File: config.mk
export PLATFORM = sky130hd
export DESIGN_NAME = aot_front
export DESIGN_NICKNAME = d
export VERILOG_FILES = /design/src/aot_pkg.sv /design/src/aot_front.sv
export SDC_FILE = /design/constraint.sdc
export NUM_CORES = 1
export LEC_CHECK = 0
export BUFFER_PORTS_ARGS = -buffer_cell sky130_fd_sc_hd__buf_2
export CORE_AREA = 10 10 149 151
export DETAILED_ROUTE_END_ITERATION = 16
export DIE_AREA = 0 0 159 161
export PLACE_DENSITY_LB_ADDON = 0.05
export REMOVE_ABC_BUFFERS = 1
export SYNTH_ARGS = -nofsm -noshare
export SYNTH_HDL_FRONTEND = slang
export SYNTH_SLANG_ARGS = --single-unit
File: constraint.sdc
create_clock -name clk -period 10.64 [get_ports clk]
set_input_delay 2.128 -clock clk [delete_from_list [all_inputs] [get_ports clk]]
set_output_delay 2.128 -clock clk [all_outputs]
set_load 0.1 [all_outputs]
File: src/aot_pkg.sv
// ----------------------------------------------------------------------------
// aot_pkg
// Shared types, register indexes and constants of the arc odometry tracker.
// ----------------------------------------------------------------------------
package aot_pkg;

	localparam int QUEUE_DEPTH = 2;
	localparam int NUM_W       = 54;  // travel * 65536*256/(2 pi) numerator
	localparam int DEN_W       = 24;  // turn * 256 denominator
	localparam int DIST_W      = 46;  // arc radius / chord width
	localparam int CFG_IDX_W   = 3;

	localparam logic [23:0]        WHEEL_SCALE_RST = 24'd1573;
	localparam logic signed [24:0] INV_TWO_PI_Q8   = 25'sd2670177;
	localparam logic [14:0]        SIN_A           = 15'd25736;
	localparam logic [13:0]        SIN_B           = 14'd10512;
	localparam logic [10:0]        SIN_C           = 11'd1160;
	localparam logic [14:0]        QUARTER_TURN    = 15'd16384;
	localparam logic [15:0]        COS_SHIFT       = 16'h4000;

	typedef enum logic [CFG_IDX_W-1:0] {
		REG_WHEEL_SCALE    = 3'd0,
		REG_OFFSET_FORWARD = 3'd1,
		REG_OFFSET_SIDE    = 3'd2,
		REG_ORIGIN_X       = 3'd3,
		REG_ORIGIN_Y       = 3'd4,
		REG_HEADING_OFFSET = 3'd5
	} reg_idx_t;

	typedef struct packed {
		logic signed [15:0] imu_heading;
		logic               imu_calibrating;
		logic signed [31:0] forward_count;
		logic signed [31:0] side_count;
	} in_t;

	typedef struct packed {
		logic signed [31:0] pos_x;
		logic signed [31:0] pos_y;
		logic signed [15:0] heading;
		logic signed [31:0] vel_x;
		logic signed [31:0] vel_y;
		logic signed [15:0] turn_rate;
		logic               updated;
	} out_t;

	typedef struct packed {
		logic [23:0]        wheel_scale;
		logic signed [23:0] offset_forward;
		logic signed [23:0] offset_side;
		logic signed [31:0] origin_x;
		logic signed [31:0] origin_y;
		logic signed [15:0] heading_offset;
	} cfg_t;

	typedef struct packed {
		logic               upd;
		logic [15:0]        cur;
		logic [15:0]        rate;
		logic signed [31:0] df;
		logic signed [31:0] ds;
	} ent_t;

	typedef enum logic [4:0] {
		ST_IDLE,
		ST_OUT,
		ST_TF,
		ST_TS,
		ST_KF,
		ST_KS,
		ST_DIV,
		ST_SN0,
		ST_SN1,
		ST_SN2,
		ST_SN3,
		ST_SN4,
		ST_WAIT,
		ST_ARC,
		ST_W_LO,
		ST_W_HI,
		ST_W_ACC,
		ST_FIN
	} back_state_t;

	typedef enum logic [1:0] {
		SEL_SIN_HEAD,
		SEL_COS_HEAD,
		SEL_SIN_RATE
	} sine_sel_t;

	typedef enum logic [2:0] {
		JOB_ARC_F,
		JOB_ARC_S,
		JOB_XF,
		JOB_XS,
		JOB_YF,
		JOB_YS
	} job_t;

endpackage

File: src/aot_front.sv
// ----------------------------------------------------------------------------
// aot_front
// Accepts ticks, negates the heading, forms turn and encoder deltas.
// ----------------------------------------------------------------------------
module aot_front import aot_pkg::*; (
	input  logic clk,
	input  logic arst_n,
	input  logic in_valid,
	output logic in_ready,
	input  in_t  in_data,
	input  logic q_full,
	output logic q_push,
	output ent_t q_wdata
);

	logic [31:0] prev_forward_q;
	logic [31:0] prev_side_q;
	logic [15:0] cur_angle_q;
	logic [15:0] rate_q;
	logic [15:0] neg_heading;

	assign in_ready    = !q_full;
	assign q_push      = in_valid && in_ready;
	assign neg_heading = 16'(~in_data.imu_heading) + 16'd1;

	always_comb begin
		q_wdata.upd = !in_data.imu_calibrating;
		if (in_data.imu_calibrating) begin
			q_wdata.cur  = cur_angle_q;
			q_wdata.rate = rate_q;
			q_wdata.df   = '0;
			q_wdata.ds   = '0;
		end else begin
			q_wdata.cur  = neg_heading;
			q_wdata.rate = neg_heading - cur_angle_q;
			q_wdata.df   = in_data.forward_count - prev_forward_q;
			q_wdata.ds   = in_data.side_count - prev_side_q;
		end
	end

	always_ff @(posedge clk or negedge arst_n) begin
		if (!arst_n) begin
			prev_forward_q <= '0;
			prev_side_q    <= '0;
			cur_angle_q    <= '0;
			rate_q         <= '0;
		end else if (q_push && !in_data.imu_calibrating) begin
			prev_forward_q <= in_data.forward_count;
			prev_side_q    <= in_data.side_count;
			cur_angle_q    <= neg_heading;
			rate_q         <= q_wdata.rate;
		end
	end

endmodule

# [Word level (Yosys, flattened, before mapping)]
# Index checks and enable logic that the tools add are counted.
[classes] eq_ne=0 magnitude_cmp=0 n_reduce_logical=4 n_mul=0 n_div=0 mux=1 n_shift=0 addsub=4 n_bitwise=1
[ops] operator="2-to-1 mux 96 bit" n=1
[ops] operator="subtractor 32 bit" n=2
[ops] operator="adder 16 x 1 -> 16 bit, second input constant" n=1
[ops] operator="NOT 16 bit" n=1
[ops] operator="subtractor 16 bit" n=1
[ops] operator="logical AND 1 bit" n=2
[ops] operator="logical NOT 1 bit" n=2
[word_totals] input_bits=85 mem_bits_rw=0 romBits=0 latch_bits=0 register_bits=96 mem_count=0 output_inout_bits=99

# [Longest topological paths before layout]
[logic_depth] ltp_word=4 mapped_depth=14

# [Worst setup path after synthesis]
# Ideal clock, no wire load.
[synth_timing] path_kind="in2out" start="input port in_data[69] in the netlist's numbering" end="output port q_wdata[79] in the netlist's numbering" arrival_time_ns=6.345 path_slack_ns=2.167 path_stages=13 path_cell_list="nor4_4 > nand3_1 > nor3_1 > xor2_1 > inv_1 > ha_1 > a21o_1 > a21oi_1 > nand2b_1 > a211oi_1 > o21bai_1 > xnor2_1 > o21ai_0"
[synth_lines] element="from (decl)" line="aot_front.sv:10" source="input in_t in_data,"
[synth_lines] element="to (decl)" line="aot_front.sv:13" source="output ent_t q_wdata"

==> flow_summary.yaml <==
status:
  outcome: "finished, final reports clean"
critical_path:
  worstPathCellList: "buf_2 > nor4_4 > nand3_1 > nor3_1 > xor2_1 > inv_1 > ha_1 > a21o_1 > a21oi_1 > nand2b_1 > a211oi_1 > o21bai_1 > xnor2_1 > o21ai_0 > buf_2"
  reg2regPathDepth: 11
  cp_common_cell: "buf_2"
  arrival_ns: 5.23
  crit_family: "compound AO/OA/AOI/OAI gates"
  slowest_delay_ns: 0.46
  worstPathMaxFanout: 5
  crit_path_start_kind: "input port"
  ff2ff_setup_slack_ns: 7.81
  cp-end-kind: "output port"
  r2r-start: "cur_angle_q[0]"
  critPathBufInv: 3
  worst_r2r_endpoint: "rate_q[14]"
  cp.required_ns: 8.51
  crit_type: "in2out"
  slowest_stage: "buf_2"
timing:
  max_freq_mhz: 136
  finalHoldViolations: 0
  tns_ns: 0
  whs_ns: 0.475
  min_period_ns: 7.36
  skew_ns: 0.00673
  setup_ws_ns: 3.28
  period_share: 0.692
  worst_slew_pin_slew_ns: 1.14
  setup_viol: 0
  maxSlewHeadroom: 0.238
  rsz0062_at_grt: "no"
  maxSlewViolCount: 0
floorplanning:
  core-area_sq_um: 19200
  initial_core_util: 0.440
  num_io_pins: 184
  die_h_um: 161
  die_w_um: 159
  die-area_sq_um: 25600
  row_count: 51
finish:
  fin_util: 0.514
  area_growth_syn_to_layout_pct: 16.9
  post_route_cells_drive_above_1_share: 0.178
  fin_area_sq_um: 9870
  stdcell_count: 1530
  nets: 1426
  diodes: 0
place:
  dpl_worst_slack_ns: 3.27
  post_dp_cell_area_sq_um: 9540
  numPlacedInstances: 1514
  numPortBuffers: 183
  post-dp-hpwl_um: 17700
  gp_congestion: 0.893
clock_tree:
  cts_buffers: 9
  post_cts_resized: 0
  postCtsHoldBufs: 0
  clk_latency_ns: 0.35
  cts_setup_buffers: 0
  cts_max_level: 3
  clkSlewWorstSetupHoldPaths_ns: 0.07
  cts_tree: "done"
  clock-sinks: 96
  cts_buffer_depth: 2
  cts_root_buffer: "clkbuf_16"
synth:
  ys_warn_count: 0
  synth_most_common_cell: "nand2_1"
  syn_area_sq_um: 8450
  async_flop_share: 1.00
  synth_top_area_share: 0.284
  synth.area.top_cells: "dfrtp_1 (28%), ha_1 (12%), o21ai_0 (9.1%)"
  synth_top_area_cell: "dfrtp_1"
  synthTopCellsByCount: "nand2_1 (177), o21ai_0 (153), inv_1 (103)"
  postSynthCellCount: 1112
  yosys.cell_types.count: 62
  syn_avg_cell_area_sq_um: 7.60
  seq_area_frac_synth: 0.284
  synth-main-ff-cell: "dfrtp_1"
  synth_seq_cells: 96
  synth_edf_count: 0
route:
  drc: 0
  drtIter0Drc: 393
  routed_wl_um: 23100
  dr.pass1.iters: 6
  ant_nets: 0
  via_per_inst: 5.18
  vias: 7925
  wl_per_cell_um: 15.1
global_route:
  overflow: 0
  grt_pass1_vias: 7966
  grt_pass1_wl_um: 38900
  grt_max_degree: 129
  top_usage_layer: "met2"
  grt.total_usage: 0.178
  grt_use_met2: 0.294
  antenna_found_initial: 0
  gr-usage-met3: 0.0292
  globalRouteMet1Util: 0.236
hold_path:
  hp-class: "reg2reg"
  hp-start: "rate_q[7]"
  worstHoldPathCells: 2
  hold_path_end: "rate_q[7]"
job:
  drv_cap: 0
power_and_ir_drop:
  finalPower_mw: 2.34
  ir_drop_mv: 0.151
  powerDensity_nw_per_um2: 237
  p_leak_nw: 4.88
where the power goes:
part           total [mW]  switching, mW  internal (mW)
logic                1.51           1.15          0.361
registers           0.465         0.0292          0.436
clock network       0.365          0.151          0.214
cells in the final DEF, fill, tap and decap left out, types with 13 or more instances in the layout:
| master | n |
|---|---|
| nor3_1 | 15 |
| nor2b_1 | 13 |
| a21o_1 | 37 |
| a21oi_1 | 57 |
| nand3_1 | 22 |
| o21a_1 | 13 |
| dfrtp_1 | 96 |
| buf_2 | 181 |
| nand2_1 | 176 |
| inv_1 | 103 |
| xnor2_1 | 38 |
| xor2_1 | 41 |
| ha_1 | 78 |
| o21ai_0 | 153 |
| nor2_1 | 84 |
worst max path at each step:
| stage | to | cells after the start | from |
|---|---|---|---|
| after global placement | q_wdata[78] | 15 | in_data[65] |
| after global routing | q_wdata[79] | 15 | in_data[71] |
| final | q_wdata[79] | 15 | in_data[69] |
| after detailed placement | q_wdata[79] | 15 | in_data[69] |
| after floorplan | q_wdata[79] | 13 | in_data[69] |
| after CTS | q_wdata[79] | 15 | in_data[69] |
worst reg2reg max path: stages (launching register included):
cell	delay, ns
dfrtp_1	0.37
ha_1	0.18
inv_1	0.06
fa_1	0.41
a211oi_1	0.31
o21ai_0	0.17
a21oi_1	0.31
o31a_1	0.23
o21ai_0	0.11
a21oi_1	0.18
xor2_1	0.21
o21ai_0	0.13
layout make-up:
cell class | count | area (sq um)
timing repair buffer | 186 | 943
clock inverter | 6 | 90.1
tap | 265 | 332
inverter | 104 | 390
sequential | 96 | 2400
multi-input combinational | 863 | 5480
fill | 1990 | 9340
clock buffer | 10 | 239
state kept, by name, summed over array words and instances, names as in the netlist:
register	cells
prev_forward_q	32
prev_side_q	32
rate_q	16
cur_angle_q	16
cells by family (layout without fill, tap and decap cells):
family | after synthesis | in the layout | share of synthesized area
AOI/OAI and AO/OA | 336 | 336 | 0.246
xor gates and xnor gates | 79 | 79 | 0.0819
adders and majority gates | 81 | 81 | 0.123
buffers and inverters | 153 | 306 | 0.0680
DFF | 96 | 96 | 0.284
muxes | 5 | 5 | 0.00667
and+or+nand+nor | 362 | 362 | 0.191
per-layer routing:
metal	vias up	share of wire
met4	0	0.014
met3	17	0.043
met5	-	0
met2	164	0.46
li1	4117	-
met1	3627	0.48
Note: power is estimated with default switching activity, not from simulation.
