[config.mk]
export PLATFORM = sky130hd
export DESIGN_NAME = aot_queue
export DESIGN_NICKNAME = d
export VERILOG_FILES = /design/src/aot_pkg.sv /design/src/aot_queue.sv
export SDC_FILE = /design/constraint.sdc
export NUM_CORES = 1
export LEC_CHECK = 0
export BUFFER_PORTS_ARGS = -buffer_cell sky130_fd_sc_hd__buf_2
export CAP_MARGIN = 20
export CORE_ASPECT_RATIO = 1.5
export CORE_MARGIN = 8
export CORE_UTILIZATION = 47
export DETAILED_ROUTE_END_ITERATION = 8
export GPL_TIMING_DRIVEN = 0
export PLACE_DENSITY_LB_ADDON = 0.05
export REMOVE_ABC_BUFFERS = 1
export SYNTH_ARGS = -nofsm -noshare
export SYNTH_HDL_FRONTEND = slang
export SYNTH_SLANG_ARGS = --single-unit
[constraint.sdc]
create_clock -name clk -period 5.5 [get_ports clk]
set_input_delay 0 -clock clk [delete_from_list [all_inputs] [get_ports clk]]
set_output_delay 0 -clock clk [all_outputs]
set_load 0.03 [all_outputs]
[src/aot_pkg.sv]
// ----------------------------------------------------------------------------
// aot_pkg
// Shared types, register indexes and constants of the arc odometry tracker.
// ----------------------------------------------------------------------------
package aot_pkg;

	localparam int QUEUE_DEPTH = 2;
	localparam int NUM_W       = 54;  // travel * 65536*256/(2 pi) numerator
	localparam int DEN_W       = 24;  // turn * 256 denominator
	localparam int DIST_W      = 46;  // arc radius / chord width
	localparam int CFG_IDX_W   = 3;

	localparam logic [23:0]        WHEEL_SCALE_RST = 24'd1573;
	localparam logic signed [24:0] INV_TWO_PI_Q8   = 25'sd2670177;
	localparam logic [14:0]        SIN_A           = 15'd25736;
	localparam logic [13:0]        SIN_B           = 14'd10512;
	localparam logic [10:0]        SIN_C           = 11'd1160;
	localparam logic [14:0]        QUARTER_TURN    = 15'd16384;
	localparam logic [15:0]        COS_SHIFT       = 16'h4000;

	typedef enum logic [CFG_IDX_W-1:0] {
		REG_WHEEL_SCALE    = 3'd0,
		REG_OFFSET_FORWARD = 3'd1,
		REG_OFFSET_SIDE    = 3'd2,
		REG_ORIGIN_X       = 3'd3,
		REG_ORIGIN_Y       = 3'd4,
		REG_HEADING_OFFSET = 3'd5
	} reg_idx_t;

	typedef struct packed {
		logic signed [15:0] imu_heading;
		logic               imu_calibrating;
		logic signed [31:0] forward_count;
		logic signed [31:0] side_count;
	} in_t;

	typedef struct packed {
		logic signed [31:0] pos_x;
		logic signed [31:0] pos_y;
		logic signed [15:0] heading;
		logic signed [31:0] vel_x;
		logic signed [31:0] vel_y;
		logic signed [15:0] turn_rate;
		logic               updated;
	} out_t;

	typedef struct packed {
		logic [23:0]        wheel_scale;
		logic signed [23:0] offset_forward;
		logic signed [23:0] offset_side;
		logic signed [31:0] origin_x;
		logic signed [31:0] origin_y;
		logic signed [15:0] heading_offset;
	} cfg_t;

	typedef struct packed {
		logic               upd;
		logic [15:0]        cur;
		logic [15:0]        rate;
		logic signed [31:0] df;
		logic signed [31:0] ds;
	} ent_t;

	typedef enum logic [4:0] {
		ST_IDLE,
		ST_OUT,
		ST_TF,
		ST_TS,
		ST_KF,
		ST_KS,
		ST_DIV,
		ST_SN0,
		ST_SN1,
		ST_SN2,
		ST_SN3,
		ST_SN4,
		ST_WAIT,
		ST_ARC,
		ST_W_LO,
		ST_W_HI,
		ST_W_ACC,
		ST_FIN
	} back_state_t;

	typedef enum logic [1:0] {
		SEL_SIN_HEAD,
		SEL_COS_HEAD,
		SEL_SIN_RATE
	} sine_sel_t;

	typedef enum logic [2:0] {
		JOB_ARC_F,
		JOB_ARC_S,
		JOB_XF,
		JOB_XS,
		JOB_YF,
		JOB_YS
	} job_t;

endpackage

[src/aot_queue.sv]
// ----------------------------------------------------------------------------
// aot_queue
// Small FIFO of classified items between the front and back parts.
// ----------------------------------------------------------------------------
module aot_queue import aot_pkg::*; #(
	parameter int Depth = QUEUE_DEPTH
) (
	input  logic clk,
	input  logic arst_n,
	input  logic push,
	input  ent_t wdata,
	input  logic pop,
	output ent_t rdata,
	output logic full,
	output logic empty
);

	localparam int PTR_W = (Depth > 1) ? $clog2(Depth) : 1;
	localparam int CNT_W = $clog2(Depth + 1);

	ent_t             mem_q [Depth];
	logic [PTR_W-1:0] wr_ptr_q;
	logic [PTR_W-1:0] rd_ptr_q;
	logic [CNT_W-1:0] count_q;

	assign full  = (count_q == CNT_W'(Depth));
	assign empty = (count_q == '0);
	assign rdata = mem_q[rd_ptr_q];

	always_ff @(posedge clk) begin
		if (push) begin
			mem_q[wr_ptr_q] <= wdata;
		end
	end

	always_ff @(posedge clk or negedge arst_n) begin
		if (!arst_n) begin
			wr_ptr_q <= '0;
			rd_ptr_q <= '0;
			count_q  <= '0;
		end else begin
			if (push) begin
				wr_ptr_q <= (wr_ptr_q == PTR_W'(Depth - 1)) ? '0 : wr_ptr_q + 1'b1;
			end
			if (pop) begin
				rd_ptr_q <= (rd_ptr_q == PTR_W'(Depth - 1)) ? '0 : rd_ptr_q + 1'b1;
			end
			if (push && !pop) begin
				count_q <= count_q + 1'b1;
			end else if (pop && !push) begin
				count_q <= count_q - 1'b1;
			end
		end
	end

endmodule

### Yosys cells after proc, flatten, opt, wreduce, memory -nomap -nowiden

Memory sizes are Yosys's and may differ from the RTL's.
Index checks and enable logic that the tools add are counted.

| word-level totals | value |
|---|---|
| input port bits | 101 |
| memories kept | 1 |
| logic and storage cells | 21 |
| output and inout port bits | 99 |
| RAM bits | 194 |
| bits in latches | 0 |
| register bits | 4 |
| ROM bits | 0 |

Memory list:

| memory | words | bits a word | rd ports | clocked after Yosys merged registers in | wr ports | line | RTL |
|---|---|---|---|---|---|---|---|
| mem_q | 2 | 97 | 1 | 0 | 1 | aot_queue.sv:21 | `ent_t mem_q [Depth];` |

| operators by class | value |
|---|---|
| $lt $le $gt $ge | 0 |
| bitwise logic cells | 0 |
| div/mod/pow operators | 0 |
| reductions and logical operators | 6 |
| equal/unequal tests | 1 |
| add/sub/neg operators | 4 |
| muxes and demuxes | 6 |
| shift-type cells | 0 |
| multiply operators | 0 |

Operator list:

| operator | count |
|---|---|
| 2-to-1 mux 1 bit | 4 |
| 2-to-1 mux 2 bit | 2 |
| adder 1 bit (second input constant) | 2 |
| adder 2 x 1 -> 2 bit (second input constant) | 1 |
| equality test 2 bit (second input constant) | 1 |
| logical AND 1 bit | 2 |
| logical NOT 1 bit | 2 |
| logical NOT 2 bit | 1 |
| nonzero test 2 bit | 1 |
| subtractor 2 x 1 -> 2 bit (second input constant) | 1 |

### Logic depth before layout (Yosys ltp)

| logic depth | value |
|---|---|
| depth in word-level cells | 4 |
| depth in mapped cells | 5 |
| mapped depth without buffers | 5 |

### Least setup slack after synthesis

OpenSTA, ideal clock, no wires.

| timing | value |
|---|---|
| path type | register to register |
| start | register wr_ptr_q |
| end | memory mem_q[0][0] (netlist bit) (enable) |
| slack | 238 ps |
| data arrival time | 4697 ps |
| buffers on the path | 0 |
| clock period less this slack | 5262 ps |
| cell stages (with the launch flop) | 2 |
| required time | 4935 ps |
| setup time | 565 ps |
| path through | dfrtp_1 -> nor2b_1 |

RTL lines:

| item | line | RTL |
|---|---|---|
| start: declaration | aot_queue.sv:22 | `logic [PTR_W-1:0] wr_ptr_q;` |
| start signal: assignment | aot_queue.sv:43 | `wr_ptr_q <= (wr_ptr_q == PTR_W'(Depth - 1)) ? '0 : wr_ptr_q + 1'b1;` |
| end: declaration | aot_queue.sv:21 |  |

Straight into the memory's write port.

==> summary.json <==
{
  "period_needed": {"value": 2.25, "unit": "ns"},
  "setup.worst_path.start_class": {"value": "register"},
  "antenna_found_initial": {"value": 0},
  "worst_slack": {"value": 3.25, "unit": "ns"},
  "post-synth-top-area-cell": {"value": "sky130_fd_sc_hd__edfxtp_1"},
  "min_delay_worst_endpoint": {"value": "mem_q[1][7]"},
  "post_synth_main_area_contributors": {"value": "sky130_fd_sc_hd__edfxtp_1 (80%), sky130_fd_sc_hd__mux2_2 (12%), sky130_fd_sc_hd__mux2_4 (4.1%), sky130_fd_sc_hd__dfrtp_1 (1.4%), sky130_fd_sc_hd__buf_6 (0.62%)"},
  "timing.critical_path.required": {"value": 5.50, "unit": "ns"},
  "critical_path.reg2reg.endpoint": {"value": "mem_q[0][66]"},
  "max_cap_viol_count": {"value": 0},
  "netlist-cell-type-count": {"value": 13},
  "total_power": {"value": 5.12, "unit": "mW"},
  "timing.max_slew.rel_slack": {"value": 0.459},
  "die_h": {"value": 168, "unit": "um"},
  "hold_depth": {"value": 2},
  "grt_start_max_net_pins": {"value": 55},
  "cp-end-kind": {"value": "primary output"},
  "area_taken_by_multi_input_logic_gates": {"value": 0.00126, "unit": "mm2"},
  "clk_latency": {"value": 0.42, "unit": "ns"},
  "cts.sink_count": {"value": 198},
  "timing.final.setup_violations": {"value": 0},
  "worst_setup_path_start": {"value": "rd_ptr_q"},
  "initial_utilization": {"value": 0.482},
  "gp_congestion": {"value": 0.674},
  "share_of_yosys_cell_area_claimed_by_the_top_area_cell_type": {"value": 0.802},
  "regArea": {"value": 0.00593, "unit": "mm2"},
  "finClkSkew": {"value": 0.00734, "unit": "ns"},
  "cts-resized-gates": {"value": 0},
  "die_area": {"value": 0.0198, "unit": "mm2"},
  "dr_wl_met2": {"value": 7940, "unit": "um"},
  "nNetsFinal": {"value": 733},
  "critical_path_arrival": {"value": 2.25, "unit": "ns"},
  "power-per-cell-area": {"value": 506, "unit": "mW/mm2"},
  "cts-root-to-sink-buffers": {"value": 2},
  "tritoncts_clock_tree": {"value": "built"},
  "grt_pass1_wl": {"value": 22900, "unit": "um"},
  "drt_pre_antenna_iters": {"value": 4},
  "core_area": {"value": 0.0151, "unit": "mm2"},
  "yosys_warnings": {"value": 0},
  "count_of_final_hold_check_violations": {"value": 0},
  "h-tree-depth": {"value": 4},
  "drt-wirelength-per-cell": {"value": 17.4, "unit": "um"},
  "post-dp-hpwl": {"value": 9700, "unit": "um"},
  "route.top_layer_used": {"value": "met4"},
  "path_max_fanout": {"value": 54},
  "drc_errors": {"value": 0},
  "gr-total-overflow": {"value": 0},
  "vias_in_the_first_global_route": {"value": 4453},
  "hold_path_class": {"value": "input port to register"},
  "syn_area_per_cell": {"value": 22.8, "unit": "um2"},
  "ios": {"value": 200},
  "holdBufCountCts": {"value": 101},
  "r2r_start": {"value": "wr_ptr_q"},
  "syn_area": {"value": 0.00726, "unit": "mm2"},
  "clkTransAtPathRegs": {"value": 0.07, "unit": "ns"},
  "ant_nets": {"value": 0},
  "met3WireLength": {"value": 948, "unit": "um"},
  "fmaxAchievable": {"value": 445, "unit": "MHz"},
  "postSynthRegisterBits": {"value": 198},
  "final_min_period_over_clock_period": {"value": 0.409},
  "die_w": {"value": 117, "unit": "um"},
  "run_status": {"value": "finished, final reports clean"},
  "antenna-diode-count": {"value": 0},
  "netlist_instances": {"value": 318},
  "iter_0_drt_violations": {"value": 203},
  "fp-row-count": {"value": 55},
  "yosysSeqAreaShare": {"value": 0.816},
  "area.growth.synth_to_final": {"value": 39.2, "unit": "%"},
  "detailroute.via_count": {"value": 4024},
  "portBuffers": {"value": 199},
  "worst_slew_pin_slew": {"value": 0.809, "unit": "ns"},
  "final-max-slew-violation-count": {"value": 0},
  "crit_type": {"value": "register to primary output"},
  "min-delay-start": {"value": "wdata[7]"},
  "cts-buffers-inserted": {"value": 17},
  "drt-vias-per-instance": {"value": 4.78},
  "worst_vdd_drop": {"value": 0.000322, "unit": "V"},
  "r2r_cells": {"value": 3},
  "clock-root-buffer": {"value": "sky130_fd_sc_hd__clkbuf_16"},
  "total_leakage_power": {"value": 3.91, "unit": "nW"},
  "postRouteWirelength": {"value": 14600, "unit": "um"},
  "grtUsageTotal": {"value": 0.149},
  "postCtsSetupBuffers": {"value": 0},
  "fill_cells": {"value": 1101},
  "reg2reg_slack": {"value": 3.61, "unit": "ns"},
  "dp_worst_setup_slack": {"value": 3.53, "unit": "ns"},
  "final_layout_size_suffix_gt1_frac": {"value": 0.518},
  "rsz_0062_raised_after_global_routing": {"value": "false"},
  "detail_route.wirelength.met1": {"value": 5530, "unit": "um"}
}
==> report_power, final <==
part / total, mW / switching [mW] / internal (mW) / leakage (nW)
clock network: 1.13 / 0.540 / 0.591 / 0.264
registers: 2.14 / 0.136 / 2.00 / 1.87
logic: 1.85 / 1.14 / 0.705 / 1.78
total: 5.12 / 1.82 / 3.30 / 3.91
==> registers in the layout, indices dropped and copies added (netlist names) <==
name and flops:
wr_ptr_q 1, count_q 2, mem_q 194, rd_ptr_q 1
==> cells in the mapped netlist <==
library cell / instances
sky130_fd_sc_hd__xor2_1: 4
sky130_fd_sc_hd__mux2_2: 77
sky130_fd_sc_hd__buf_6: 4
sky130_fd_sc_hd__nor2b_1: 2
sky130_fd_sc_hd__edfxtp_1: 194
sky130_fd_sc_hd__nor2_1: 2
sky130_fd_sc_hd__dfrtp_1: 4
sky130_fd_sc_hd__xnor2_1: 1
sky130_fd_sc_hd__and2_1: 1
sky130_fd_sc_hd__ha_1: 1
sky130_fd_sc_hd__inv_1: 1
sky130_fd_sc_hd__mux2_4: 20
sky130_fd_sc_hd__buf_2: 7
==> per-layer routing <==
metal,up-vias,global-route usage
met3,16,0.0559
met1,1995,0.147
li1,1891,-
met5,-,0
met4,0,0.0559
met2,122,0.277
==> how the worst max path moves through the flow <==
stage / end / slack (ns) / depth (start not counted)
floorplan: mem_q[0][0] / 0.24 / 1
global placement: mem_q[0][58] / -2.22 / 1
detailed placement: mem_q[0][58] / 3.53 / 3
CTS: rdata[82] / 3.18 / 3
global route: rdata[82] / 3.11 / 3
finish: rdata[82] / 3.25 / 3
==> logic make-up (layout without fill, tap and decap cells) <==
kind of cell / Yosys count / in the layout / share of synthesized area
and+or+nand+nor: 5 / 5 / 0.00362
DFF: 198 / 198 / 0.816
xor gates and xnor gates: 5 / 5 / 0.00603
adders and majority gates: 1 / 1 / 0.00172
buffers and inverters: 12 / 337 / 0.0115
muxes: 97 / 97 / 0.161
==> per-stage QoR <==
| stage | util | instances | cell area, um2 | hold WS [ns] | TNS, ns |
|---|---|---|---|---|---|
| final | 0.671 | 842 | 10100 | 0.298 | 0 |
| after global routing | 0.671 | 842 | 10100 | 0.273 | 0 |
| after CTS | 0.671 | 842 | 10100 | 0.275 | 0 |
| after detailed placement | 0.568 | 710 | 8550 | -0.187 | 0 |
| after global placement | 0.559 | 705 | 8420 | -0.196 | -215.39 |
| after floorplan | - | 307 | 7180 | -0.296 | 0 |
==> worst max-delay path: stages, from the launching register on <==
cell	delay, ns
sky130_fd_sc_hd__dfrtp_4	0.86
sky130_fd_sc_hd__buf_16	0.38
sky130_fd_sc_hd__mux2_2	0.40
sky130_fd_sc_hd__buf_2	0.18
==> cells in the final DEF (no fill, tap or decap), drive strengths merged <==
cell,netlist,layout
ha,1,1
mux2,97,97
inv,1,6
edfxtp,194,194
xnor2,1,1
and2,1,1
dlygate4sd3,0,101
clkinv,0,7
clkbuf,0,18
buf,11,204
xor2,4,4
nor2,2,2
nor2b,2,2
dfrtp,4,4
clkinvlp,0,1
==> cell type report <==
type / instances / share of cell area
clock buffers: 18 / 0.0425
clock inverters: 13 / 0.0114
inverters: 1 / 0.000371
multi-input cells: 108 / 0.125
flip-flops and latches: 198 / 0.587
well taps: 199 / 0.0246
repair buffers: 305 / 0.210
(Power assumes the default switching activity.)
